**src/rtl/core/ptts_pkg.sv**
```systemverilog
`default_nettype none

package ptts_pkg;

    localparam int FRAME_SIZE = 256;
    localparam int HALF_FRAME = FRAME_SIZE / 2;

    localparam logic [1:0] OP_FACE = 2'd0;
    localparam logic [1:0] OP_EOF  = 2'd1;
    localparam logic [1:0] OP_TICK = 2'd2;

    localparam logic [5:0] CMD_NONE  = 6'd0;
    localparam logic [5:0] CMD_DOWN  = 6'd1;
    localparam logic [5:0] CMD_UP    = 6'd2;
    localparam logic [5:0] CMD_LEFT  = 6'd4;
    localparam logic [5:0] CMD_RIGHT = 6'd8;
    localparam logic [5:0] CMD_STOP  = 6'd32;

    localparam logic [1:0] REG_DEAD_ZONE = 2'd0;
    localparam logic [1:0] REG_STOP_WAIT = 2'd1;
    localparam logic [1:0] REG_MOVE_WAIT = 2'd2;

    localparam logic [15:0] DEAD_ZONE_RESET = 16'd625;
    localparam logic [7:0]  STOP_WAIT_RESET = 8'd20;
    localparam logic [7:0]  MOVE_WAIT_RESET = 8'd30;

    localparam logic [17:0] DIST_NONE = 18'h3FFFF;

    typedef struct packed {
        logic [15:0] dead_zone_squared;
        logic [7:0]  stop_wait;
        logic [7:0]  move_wait;
    } t_cfg;

    typedef struct packed {
        logic [1:0] opcode;
        logic [7:0] face_x;
        logic [7:0] face_y;
        logic [8:0] face_width;
        logic [8:0] face_height;
    } t_item;

    typedef struct packed {
        logic        [5:0] command;
        logic        [7:0] wait_units;
        logic signed [8:0] remaining_x;
        logic signed [8:0] remaining_y;
    } t_result;

endpackage

`default_nettype wire

```
**src/rtl/core/pan_tilt_target_stepper.sv**
```systemverilog
// Channel   Direction  Transaction
// s_axis    in         one item: tuser = opcode, tdata = face rectangle
// m_axis    out        one command per tick item
// i_cfg_*   in         register write, no handshake
//
// One item is accepted every cycle unless the input is stalled. Each item waits in the input register,
// where it is applied to the tracking state; a tick loads the result register.
// A tick thus passes through the input register and then the result register, which
// drives output valid.
// Reset is synchronous and clears the tracking state and both valid flags.
// A stalled output holds a tick in the input register, which then stalls the input;
// while no tick waits there, face and end-of-frame items keep flowing.
`default_nettype none

module pan_tilt_target_stepper
    import ptts_pkg::*;
(
    input  wire logic        i_clk,
    input  wire logic        i_rst_n,
    input  wire logic        i_cfg_we,
    input  wire logic [1:0]  i_cfg_index,
    input  wire logic [15:0] i_cfg_data,
    input  wire logic        s_axis_tvalid,
    output logic             s_axis_tready,
    // tdata: face_x[7:0], face_y[15:8], face_width[24:16], face_height[33:25], zeros
    input  wire logic [39:0] s_axis_tdata,
    // tuser: opcode[1:0]
    input  wire logic [1:0]  s_axis_tuser,
    output logic             m_axis_tvalid,
    input  wire logic        m_axis_tready,
    // tdata: command[5:0], wait_units[13:6], remaining_x[22:14], remaining_y[31:23]
    output logic [31:0]      m_axis_tdata
);

    t_cfg    r_cfg;
    t_item   r_in_item;
    logic    r_in_valid;
    t_result r_out;
    logic    r_out_valid;
    t_result step_result;
    logic    advance, is_tick;

    always_ff @(posedge i_clk) begin
        if (!i_rst_n) begin
            r_cfg.dead_zone_squared <= DEAD_ZONE_RESET;
            r_cfg.stop_wait         <= STOP_WAIT_RESET;
            r_cfg.move_wait         <= MOVE_WAIT_RESET;
        end else if (i_cfg_we) begin
            case (i_cfg_index)
                REG_DEAD_ZONE: r_cfg.dead_zone_squared <= i_cfg_data;
                REG_STOP_WAIT: r_cfg.stop_wait         <= i_cfg_data[7:0];
                REG_MOVE_WAIT: r_cfg.move_wait         <= i_cfg_data[7:0];
                default: begin
                end
            endcase
        end
    end

    assign is_tick       = (r_in_item.opcode == OP_TICK);
    assign advance       = r_in_valid && (!is_tick || !r_out_valid || m_axis_tready);
    assign s_axis_tready = !r_in_valid || advance;

    always_ff @(posedge i_clk) begin
        if (!i_rst_n) begin
            r_in_valid <= 1'b0;
        end else if (s_axis_tready) begin
            r_in_valid <= s_axis_tvalid;
        end
    end

    always_ff @(posedge i_clk) begin
        if (s_axis_tready && s_axis_tvalid) begin
            r_in_item.opcode      <= s_axis_tuser;
            r_in_item.face_x      <= s_axis_tdata[7:0];
            r_in_item.face_y      <= s_axis_tdata[15:8];
            r_in_item.face_width  <= s_axis_tdata[24:16];
            r_in_item.face_height <= s_axis_tdata[33:25];
        end
    end

    ptts_datapath u_datapath (
        .i_clk    (i_clk),
        .i_rst_n  (i_rst_n),
        .i_en     (advance),
        .i_item   (r_in_item),
        .i_cfg    (r_cfg),
        .o_result (step_result)
    );

    always_ff @(posedge i_clk) begin
        if (!i_rst_n) begin
            r_out_valid <= 1'b0;
        end else if (advance && is_tick) begin
            r_out_valid <= 1'b1;
        end else if (m_axis_tready) begin
            r_out_valid <= 1'b0;
        end
    end

    always_ff @(posedge i_clk) begin
        if (advance && is_tick) begin
            r_out <= step_result;
        end
    end

    assign m_axis_tvalid = r_out_valid;
    assign m_axis_tdata  = {r_out.remaining_y, r_out.remaining_x,
                            r_out.wait_units, r_out.command};

endmodule

`default_nettype wire

```
**src/rtl/core/ptts_datapath.sv**
```systemverilog
`default_nettype none

module ptts_datapath
    import ptts_pkg::*;
(
    input  wire logic    i_clk,
    input  wire logic    i_rst_n,
    input  wire logic    i_en,
    input  wire t_item   i_item,
    input  wire t_cfg    i_cfg,
    output t_result      o_result
);

    function automatic logic [17:0] sq_mag(input logic signed [8:0] v);
        logic [8:0] m;
        m = v[8] ? (~v + 9'd1) : v;
        return {9'd0, m} * {9'd0, m};
    endfunction

    function automatic logic signed [8:0] face_offset(input logic [7:0] edge_pos,
                                                      input logic [8:0] extent);
        logic        [9:0]  center;
        logic signed [10:0] raw;
        center = {2'b00, edge_pos} + {2'b00, extent[8:1]};
        raw    = $signed({1'b0, center}) - 11'(HALF_FRAME);
        if (raw > 11'sd255) begin
            return 9'sd255;
        end else if (raw < -11'sd256) begin
            return -9'sd256;
        end else begin
            return raw[8:0];
        end
    endfunction

    logic signed [8:0] r_target_x, r_target_y;
    logic signed [8:0] r_best_x, r_best_y;
    logic        [17:0] r_best_distance;
    logic               r_face_seen;

    logic signed [8:0] n_target_x, n_target_y;
    logic signed [8:0] face_dx, face_dy;
    logic        [17:0] face_d2, target_len2;
    logic        [8:0]  mag_x, mag_y;
    logic        [5:0]  cmd;
    logic        [7:0]  wait_val;
    logic               keep_face, take_best;

    always_comb begin
        face_dx   = face_offset(i_item.face_x, i_item.face_width);
        face_dy   = face_offset(i_item.face_y, i_item.face_height);
        face_d2   = sq_mag(face_dx) + sq_mag(face_dy);
        keep_face = !r_face_seen || (face_d2 < r_best_distance);
        take_best = r_face_seen && (r_best_distance >= {2'b00, i_cfg.dead_zone_squared});

        mag_x       = r_target_x[8] ? (~r_target_x + 9'd1) : r_target_x;
        mag_y       = r_target_y[8] ? (~r_target_y + 9'd1) : r_target_y;
        target_len2 = sq_mag(r_target_x) + sq_mag(r_target_y);

        n_target_x = r_target_x;
        n_target_y = r_target_y;
        cmd        = CMD_NONE;
        wait_val   = i_cfg.move_wait;
        if (target_len2 < {2'b00, i_cfg.dead_zone_squared}) begin
            cmd      = CMD_STOP;
            wait_val = i_cfg.stop_wait;
        end else if (mag_x > mag_y) begin
            if (r_target_x < 0) begin
                cmd        = CMD_LEFT;
                n_target_x = r_target_x + 9'sd1;
            end else if (r_target_x > 0) begin
                cmd        = CMD_RIGHT;
                n_target_x = r_target_x - 9'sd1;
            end
        end else begin
            if (r_target_y > 0) begin
                cmd        = CMD_DOWN;
                n_target_y = r_target_y - 9'sd1;
            end else if (r_target_y < 0) begin
                cmd        = CMD_UP;
                n_target_y = r_target_y + 9'sd1;
            end
        end

        o_result.command     = cmd;
        o_result.wait_units  = wait_val;
        o_result.remaining_x = n_target_x;
        o_result.remaining_y = n_target_y;
    end

    always_ff @(posedge i_clk) begin
        if (!i_rst_n) begin
            r_target_x      <= '0;
            r_target_y      <= '0;
            r_best_x        <= '0;
            r_best_y        <= '0;
            r_best_distance <= DIST_NONE;
            r_face_seen     <= 1'b0;
        end else if (i_en) begin
            case (i_item.opcode)
                OP_FACE: begin
                    if (keep_face) begin
                        r_best_x        <= face_dx;
                        r_best_y        <= face_dy;
                        r_best_distance <= face_d2;
                        r_face_seen     <= 1'b1;
                    end
                end
                OP_EOF: begin
                    if (take_best) begin
                        r_target_x <= r_best_x;
                        r_target_y <= r_best_y;
                    end
                    r_best_distance <= DIST_NONE;
                    r_face_seen     <= 1'b0;
                end
                OP_TICK: begin
                    r_target_x <= n_target_x;
                    r_target_y <= n_target_y;
                end
                default: begin
                end
            endcase
        end
    end

endmodule

`default_nettype wire

```
**config.mk**
```make
export PLATFORM = sky130hd
export DESIGN_NAME = pan_tilt_target_stepper
export DESIGN_NICKNAME = d
export VERILOG_FILES = /design/src/rtl/core/ptts_pkg.sv /design/src/rtl/core/pan_tilt_target_stepper.sv /design/src/rtl/core/ptts_datapath.sv
export SDC_FILE = /design/constraint.sdc
export NUM_CORES = 1
export LEC_CHECK = 0
export BUFFER_PORTS_ARGS = -buffer_cell sky130_fd_sc_hd__buf_2
export CORE_MARGIN = 2
export CORE_UTILIZATION = 45
export DETAILED_ROUTE_END_ITERATION = 10
export PLACE_DENSITY_LB_ADDON = 0.08
export SYNTH_ARGS = -nofsm -noshare
export SYNTH_HDL_FRONTEND = slang
export SYNTH_SLANG_ARGS = --single-unit
```
**constraint.sdc**
```tcl
create_clock -name i_clk -period 16.4 [get_ports i_clk]
set_input_delay 1.64 -clock i_clk [delete_from_list [all_inputs] [get_ports i_clk]]
set_output_delay 1.64 -clock i_clk [all_outputs]
set_load 0.1 [all_outputs]
```
==> results of run 1 <==
[worst max path at each step]
stage,start,endpoint,slack (ns),cells after the start
floorplan,r_in_item[11],u_datapath.r_best_distance[17],4.61,47
global placement,r_in_item[11],u_datapath.r_best_distance[17],2.51,43
detailed placement,r_in_item[11],u_datapath.r_best_distance[17],2.37,43
global route,r_in_item[12],u_datapath.r_best_distance[17],1.34,43
CTS,r_in_item[12],u_datapath.r_best_distance[17],2.27,43
finish,r_in_item[12],u_datapath.r_best_distance[17],2.31,43
[cell families (layout without fill, tap and decap cells)]
logic type	Yosys count	after routing	share of synthesized area
multiplexers	32	32	0.01898
AO/OA/AOI/OAI	334	334	0.1300
AND/OR/NAND/NOR	567	567	0.1516
flip-flops	154	154	0.2121
XOR/XNOR	78	78	0.03882
adder cells (fa/ha/maj)	391	391	0.3624
buffers and inverters	395	464	0.08560
other	2	21	0.0004267
[cell type report]
| class | count | area (sq um) |
|---|---|---|
| fillers | 3733 | 19410 |
| multi-input cells | 1423 | 12450 |
| repair buffers | 106 | 573.1 |
| inverters | 326 | 1224 |
| well taps | 518 | 648.1 |
| clock buffers | 19 | 452.9 |
| flip-flops and latches | 154 | 3734 |
| clock inverters | 13 | 153.9 |
[registers in the layout, summed over array words and instances (netlist names), 9 cells and up]
signal                      cells
m_axis_tdata                   31
r_cfg                          32
r_in_item                      34
u_datapath.r_best_distance     18
u_datapath.r_best_x             9
u_datapath.r_best_y             9
u_datapath.r_target_x           9
u_datapath.r_target_y           9
[stage by stage]
stage / hold slack [ns] / setup slack [ns] / cell area [sq um]
6_report: 0.4570 / 2.310 / 19230
5_1_grt: 0.4847 / 1.343 / 19230
4_1_cts: 0.4590 / 2.270 / 19230
3_5_place_dp: 0.4503 / 2.370 / 18630
3_3_place_gp: 0.4477 / 2.505 / 18630
2_1_floorplan: 0.4319 / 4.612 / 17670
[critical path, delay by kind of cell, from the launching register on]
family	cells	cell delay (ns)
AOI/OAI and AO/OA	18	5.17
and+or+nand+nor	9	2.95
xor gates and xnor gates	1	0.28
adders and majority gates	10	4.67
buffers and inverters	5	0.51
DFF	1	0.38
[cells in the final DEF, fill, tap and decap left out, types with 19 or more instances in the layout]
master      n
buf_2      89
nand2_1   160
inv_1     320
conb_1     21
a21oi_1    77
nor2_1    197
edfxtp_1   65
o21ai_0    60
xnor2_1    47
nand3_1    20
dfxtp_1    89
nand2b_1   24
fa_1      198
o22ai_1    19
a21o_1     27
ha_1      193
or2_2      30
mux2i_1    21
xor2_1     31
nor3_1     34
[routing by layer]
layer	GRT usage	wire length, um	vias to the layer above	share of wire
li1	-	-	6609	-
met1	0.2799	18930	6650	0.43
met2	0.4110	22700	181	0.52
met3	0.02122	964	44	0.022
met4	0.06591	1095	0	0.025
met5	0	0	-	0
==> out/qor.yml, run 1 <==
clocking:
  post_cts_buffers: 0
  clock_latency_ns: 0.45
  ctsHoldBuffers: 0
  cts_htree_levels: 4
  cts.sinks: 154
  cts_max_path_buffers: 2
  ctsResizeCount: 0
  path_clk_slew_ns: 0.07
  cts_made_buffers: 17
  cts_tree: "yes"
  cts_root_buf: "clkbuf_16"
worst_setup_path:
  crit_path_end_kind: "flip-flop"
  crit_top_cell: "fa_1"
  worst-setup-path-type: "reg2reg"
  r2r_setup_slack_ns: 2.31
  cpPeakStageDelay_ns: 0.75
  timing.critical_path.from_type: "flip-flop"
  regToRegStartpoint: "r_in_item[12]"
  slowest_stage: "a2111oi_0"
  cp.arrival_ns: 14.43
  reg2reg_to: "u_datapath.r_best_distance[17]"
  cp_max_fo: 26
  critical_path_required_ns: 16.74
  reg2reg_depth: 43
global_route:
  grt_pass1_vias: 13750
  grt_util_all_layers: 0.2245
  grt_overflow: 0
  antenna_found_initial: 0
  grt_pass1_wl_mm: 72.13
  grt_max_degree: 63
synthesis:
  ys_seq_area_frac: 0.2121
  synth_flop_cell: "dfxtp_1"
  synth_top_area_frac: 0.2252
  avgSynthCellArea_sq_um: 9.011
  synth_area_sq_um: 17600
  ys_top_cells_by_area: "fa_1 23%, ha_1 14%, edfxtp_1 11%"
  syn_inst: 1953
  yosysWarnings: 0
  yosysMostFrequentCell: "inv_1"
  ys_async_sr_fraction: 0
  synth.distinct_cells: 84
  yosys.area.top_type: "fa_1"
  synth_common_cells: "320 x inv_1, 198 x fa_1, 197 x nor2_1"
  synth_edf_count: 65
  synth-seq-cells: 154
floorplan:
  start_util: 0.4554
  rows: 72
  ios: 99
  die-area_sq_um: 40710
  core_sq_um: 38650
  die_w_um: 201.8
  die_y_um: 201.8
cells_and_area:
  antennaDiodeCount: 0
  final_cells: 2559
  nNetsFinal: 2484
  area_growth_pct: 9.292
  fin_util: 0.4977
  post_route_cells_drive_above_1_share: 0.09995
placed_design:
  place.gp.congestion: 0.8566
  port_buffers: 89
  dpl.hpwl_mm: 35.77
  dp_cells: 2527
sta:
  slew_violations: 0
  skew_ns: 0.01858
  hold_viol: 0
  setup_viol: 0
  setup_tns_ns: 0
  grt_setup_unrepaired: "false"
  fin_crit_ns: 14.09
  max_freq_mhz: 70.97
  finalCritPeriodShare: 0.8592
  worstMarginPinSlew_ns: 1.127
  slew-limit-headroom: 0.2453
drt:
  drtIter0Drc: 623
  antenna_left: 0
  routed_via_density: 5.269
  wl_per_cell_um: 17.08
  routed_wl_mm: 43.70
  drc: 0
  drtPass1Iterations: 5
  vias: 13480
hold_path:
  min_to: "r_cfg[28]"
  whs_path_depth: 2
  min_path_type: "reg2reg"
  min_from: "r_cfg[28]"
run:
  cap_violations: 0
status:
  status: "finished clean"
Power of run 1 is left out: the tool's default activity adds up to more than one toggle a clock period on the data nets, which glitch-free logic cannot reach.
==> run 2: changes to the inputs <==
BUFFER_PORTS_ARGS = unset   (was -buffer_cell sky130_fd_sc_hd__buf_2)
DONT_BUFFER_PORTS = 1   (was unset)
HOLD_SLACK_MARGIN = 0.06   (was unset)
==> run 2 against run 1 <==
  * Worst setup slack worse by 0.020 ns
  * First-iteration DRC count is 4.2% higher
  * Non-clock buffer count is 87 lower
  * Critical path depth did not move
  * Global-route usage grew 0.14 points
  * Sequential share of layout area grew 0.47 points
  * Sequential cell count stayed put
  * Largest cell class unchanged
  * Critical path type unchanged
  * Critical endpoint unchanged
  * Fmax decreased by 0.14%
  * Clock skew decreased by 0.0018 ns
  * Final cell count shrank 3.4%
  * Wire length is 0.26% higher
==> out/qor.yml, run 2 (synthesis gave the netlist of run 1 again) <==
placed_design:
  place.gp.congestion: 0.8775  # +2.4%
  dpl.hpwl_mm: 35.76  # about the same
  port_buffers: 0  # -100%
cells_and_area:
  post_route_cells_drive_above_1_share: 0.05937  # -0.04059
  nNetsFinal: 2397  # -3.5%
  antennaDiodeCount: 0  # unchanged
  num-fill-cells: 3678  # -1.5%
  largest_reg_flops: 34  # unchanged
  area_growth_pct: 6.697
  layout_common_cells: "320 x inv_1, 198 x fa_1, 197 x nor2_1, 193 x ha_1, 160 x nand2_1"
  final_common_cell: "inv_1"
  final-seq-area_sq_um: 3734  # unchanged
  multi_input_area_sq_um: 12460  # about the same
  regMostFlops: "r_in_item"
sta:
  skew_ns: 0.01674  # -0.001841 ns
  slew_violations: 0  # unchanged
  slew-limit-headroom: 0.2051  # -0.04018
  hold_viol: 0  # unchanged
  fin_crit_ns: 14.11  # +0.02007 ns
  max_freq_mhz: 70.87  # -0.14%
  finalCritPeriodShare: 0.8604  # +0.001224
  setup_tns_ns: 0  # unchanged
  worstMarginPinSlew_ns: 1.190  # +0.06267 ns
  grt_setup_unrepaired: "false"
  setup_viol: 0  # unchanged
drt:
  wl_per_cell_um: 17.72  # +3.8%
  antenna_left: 0  # unchanged
  drtIter0Drc: 649  # +4.2%
  drc: 0  # unchanged
  drtPass1Iterations: 5  # unchanged
  routed_wl_mm: 43.81  # +0.26%
  vias: 13130  # -2.6%
  routed_via_density: 5.311  # +0.80%
global_route:
  grt_max_degree: 63  # unchanged
  antenna_found_initial: 0  # unchanged
  grt_util_all_layers: 0.2259  # +0.001422
  grt_pass1_wl_mm: 71.76  # -0.52%
  grt_pass1_vias: 13400  # -2.5%
  grt_overflow: 0  # unchanged
worst_setup_path:
  worst-setup-path-type: "reg2reg"
  crit_top_cell: "fa_1"
  slowest_stage: "a2111oi_0"
  cp_max_fo: 26  # unchanged
  cpPeakStageDelay_ns: 0.79  # +0.04 ns
  crit_path_end_kind: "flip-flop"
  timing.critical_path.from_type: "flip-flop"
  cp.arrival_ns: 14.47  # +0.04 ns
  critical_path_required_ns: 16.76  # +0.02 ns
clocking:
  cts_htree_levels: 4  # unchanged
  ctsHoldBuffers: 0  # unchanged
  cts_max_path_buffers: 2  # unchanged
  cts_made_buffers: 17  # unchanged
  cts.sinks: 154  # unchanged
  cts_tree: "yes"
  cts_root_buf: "clkbuf_16"
  post_cts_buffers: 0  # unchanged
  clock_latency_ns: 0.48  # +0.03 ns
  ctsResizeCount: 0  # unchanged
  path_clk_slew_ns: 0.07  # about the same
floorplan:
  die_w_um: 201.8  # unchanged
  die_y_um: 201.8  # unchanged
  core_sq_um: 38650  # unchanged
  ios: 99  # unchanged
  rows: 72  # unchanged
  start_util: 0.4554  # unchanged
  die-area_sq_um: 40710  # unchanged
hold_path:
  min_path_type: "reg2reg"
status:
  status: "finished clean"
run:
  cap_violations: 0  # unchanged
[run 2: cell types whose count changed in the layout (fill, tap and decap cells not counted), sizes merged]
| cell | before | now |
|---|---|---|
| buf | 106 | 19 |
| bufinv | 2 | 0 |
| clkbuf | 19 | 20 |
| clkinv | 8 | 6 |
| clkinvlp | 0 | 3 |
[run 2: layer usage]
layer	vias up	global-route usage	share of wire
li1	6466	-	-
met1	6404	0.2772	0.43
met2	205	0.4017	0.51
met3	55	0.03871	0.032
met4	0	0.07511	0.029
met5	-	0	0
[run 2: metrics by stage]
| step | hold WS (ns) | std cells | util | worst slack, ns | area, sq um |
|---|---|---|---|---|---|
| floorplan | 0.4319 | 1972 | - | 4.612 | 17670 |
| global placement | 0.4460 | 2440 | 0.4711 | 2.510 | 18210 |
| detailed placement | 0.4501 | 2440 | 0.4711 | 2.360 | 18210 |
| CTS | 0.4589 | 2472 | 0.4859 | 2.335 | 18780 |
| global route | 0.4795 | 2472 | 0.4859 | 0.9749 | 18780 |
| finish | 0.4537 | 2472 | 0.4859 | 2.290 | 18780 |
[run 2: path summary, 6_finish.rpt]
check,start,to,slack (ns),cells past startpoint
worst min-delay path,u_datapath.r_best_y[4],u_datapath.r_best_y[4],0.45,2
worst max register to register,r_in_item[12],u_datapath.r_best_distance[17],2.29,43
worst max-delay path,r_in_item[12],u_datapath.r_best_distance[17],2.29,43
worst min register to register,u_datapath.r_best_y[4],u_datapath.r_best_y[4],0.45,2
[run 2: worst max-delay path: cells and delay by family (launching register included)]
family	cells	cell delay [ns]
compound gates	18	5.23
xor+xnor	1	0.28
fa+ha+maj	10	4.68
buf+inv	5	0.50
flops	1	0.37
simple gates	9	2.92
[run 2: final cells by class]
cell class                 instances  area share
multi-input combinational       1423      0.6634
sequential                       154      0.1988
tap                              518     0.03451
inverter                         326     0.06517
clock inverter                    12    0.005530
clock buffer                      20     0.02492
timing repair buffer              19    0.007596
Power of run 2 is left out for the same reason.
==> run 3: changes to the inputs <==
CORE_ASPECT_RATIO = 1.4   (was unset)
CORE_UTILIZATION = 35   (was 45)
TNS_END_PERCENT = 20   (was unset)
==> run 3 against run 2 <==
  * Wire length grew 10%
  * Sequential share of layout area decreased by 0.21 points
  * Critical endpoint unchanged
  * First-iteration DRC count down 11%
  * Sequential cell count is the same
  * Highest routed layer unchanged
  * Global-route usage fell by 3.4 points
==> out/qor.yml, run 3 (synthesis gave the netlist of run 1 again) <==
worst_setup_path:
  cpPeakStageDelay_ns: 0.76  # -0.03 ns
  crit_path_end_kind: "flip-flop"
  critical_path_required_ns: 16.76  # about the same
  reg2reg_depth: 44  # +2.3%
  crit_top_cell: "fa_1"
  path_buf_inv: 6  # +1
  r2r_setup_slack_ns: 2.47  # +0.18 ns
  timing.critical_path.from_type: "flip-flop"
  path_delay_family: "compound AO/OA/AOI/OAI gates"
  slowest_stage: "a2111oi_0"
  cp.arrival_ns: 14.28  # -0.19 ns
  cp_max_fo: 26  # unchanged
  worst-setup-path-type: "reg2reg"
  reg2reg_to: "u_datapath.r_best_distance[17]"
  regToRegStartpoint: "r_in_item[11]"
cells_and_area:
  largest_reg_flops: 34  # unchanged
  fin_util: 0.3804  # -0.1054
  final_common_cell: "inv_1"
  antennaDiodeCount: 0  # unchanged
  post_route_cells_drive_above_1_share: 0.06084  # +0.001473
  area_growth_pct: 7.828
  final_cells: 2599  # +5.1%
  final_area_sq_um: 18980  # +1.1%
  layout_common_cells: "319 x inv_1, 198 x fa_1, 197 x nor2_1, 193 x ha_1, 160 x nand2_1"
  nNetsFinal: 2399  # +0.083%
  regMostFlops: "r_in_item"
floorplan:
  ios: 99  # unchanged
  rows: 97  # +35%
  core_sq_um: 49880  # +29%
  start_util: 0.3528  # -0.1026
  die_w_um: 193.5  # -4.1%
  die-area_sq_um: 52120  # +28%
  die_y_um: 269.3  # +33%
sta:
  fin_crit_ns: 13.93  # -0.1839 ns
  setup_tns_ns: 0  # unchanged
  slew-limit-headroom: 0.2338  # +0.02876
  worstMarginPinSlew_ns: 1.145  # -0.04449 ns
  finalCritPeriodShare: 0.8492  # -0.01121
  slew_violations: 0  # unchanged
  skew_ns: 0.02119  # +0.004449 ns
  max_freq_mhz: 71.81  # +1.3%
  setup_viol: 0  # unchanged
  grt_setup_unrepaired: "false"
  hold_viol: 0  # unchanged
clocking:
  cts_htree_levels: 4  # unchanged
  ctsResizeCount: 0  # unchanged
  ctsHoldBuffers: 0  # unchanged
  cts.sinks: 154  # unchanged
  path_clk_slew_ns: 0.07  # about the same
  cts_tree: "yes"
  post_cts_buffers: 0  # unchanged
  cts_max_path_buffers: 2  # unchanged
  cts_root_buf: "clkbuf_16"
  clock_latency_ns: 0.47  # about the same
  cts_made_buffers: 17  # unchanged
placed_design:
  place_area_sq_um: 18390  # +0.98%
  dpl.hpwl_mm: 39.94  # +12%
  dp_cells: 2567  # +5.2%
  place.gp.congestion: 0.8288  # -5.5%
  port_buffers: 0  # unchanged
drt:
  wl_per_cell_um: 18.56  # +4.7%
  drtIter0Drc: 578  # -11%
  drc: 0  # unchanged
  vias: 13150  # +0.14%
  antenna_left: 0  # unchanged
  routed_wl_mm: 48.24  # +10%
  drtPass1Iterations: 6  # +1
  routed_via_density: 5.059  # -4.8%
global_route:
  grt_pass1_wl_mm: 77.26  # +7.7%
  grt_max_degree: 63  # unchanged
  grt_util_all_layers: 0.1917  # -0.03426
  grt_overflow: 0  # unchanged
  grt_pass1_vias: 13750  # +2.6%
  antenna_found_initial: 0  # unchanged
status:
  status: "finished clean"
hold_path:
  min_path_type: "reg2reg"
  min_to: "r_cfg[28]"
  min_from: "r_cfg[28]"
  whs_path_depth: 2  # unchanged
run:
  cap_violations: 0  # unchanged
[run 3: worst max-delay path by stage]
| stage | startpoint | end | slack [ns] | cells after the start |
|---|---|---|---|---|
| floorplan | r_in_item[11] | u_datapath.r_best_distance[17] | 4.61 | 47 |
| global placement | r_in_item[11] | u_datapath.r_best_distance[17] | 2.55 | 44 |
| detailed placement | r_in_item[11] | u_datapath.r_best_distance[17] | 2.52 | 44 |
| CTS | r_in_item[11] | u_datapath.r_best_distance[17] | 2.40 | 44 |
| global route | r_in_item[11] | u_datapath.r_best_distance[17] | 1.33 | 44 |
| finish | r_in_item[11] | u_datapath.r_best_distance[17] | 2.47 | 44 |
[run 3: worst register-to-register path, delay by kind of cell, from the launching register on]
family                   cells  cell delay [ns]
flip-flops                   1             0.43
adder cells (fa/ha/maj)     10             4.59
AND/OR/NAND/NOR              9             2.56
buffers and inverters        6             0.69
XOR/XNOR                     1             0.29
AO/OA/AOI/OAI               18             5.23
[run 3: stage by stage]
step / hold slack (ns) / worst slack [ns]
after floorplan: 0.4319 / 4.612
after global placement: 0.4500 / 2.550
after detailed placement: 0.4496 / 2.523
after CTS: 0.4596 / 2.404
after global routing: 0.4774 / 1.331
final: 0.4585 / 2.474
[run 3: final cells by class]
type	count	area, sq um
well taps	643	804.5
inverters	326	1224
repair buffers	21	157.7
flip-flops and latches	154	3734
fillers	5110	30900
clock buffers	18	450.4
clock inverters	14	141.4
multi-input cells	1423	12470
[run 3: per-layer routing]
metal / global-route usage / part of all wire / vias to the layer above
li1: - / - / 6453
met1: 0.2066 / 0.38 / 6497
met2: 0.3789 / 0.57 / 140
met3: 0.02114 / 0.016 / 58
met4: 0.06930 / 0.030 / 0
met5: 0 / 0 / -
Power of run 3 is left out for the same reason.
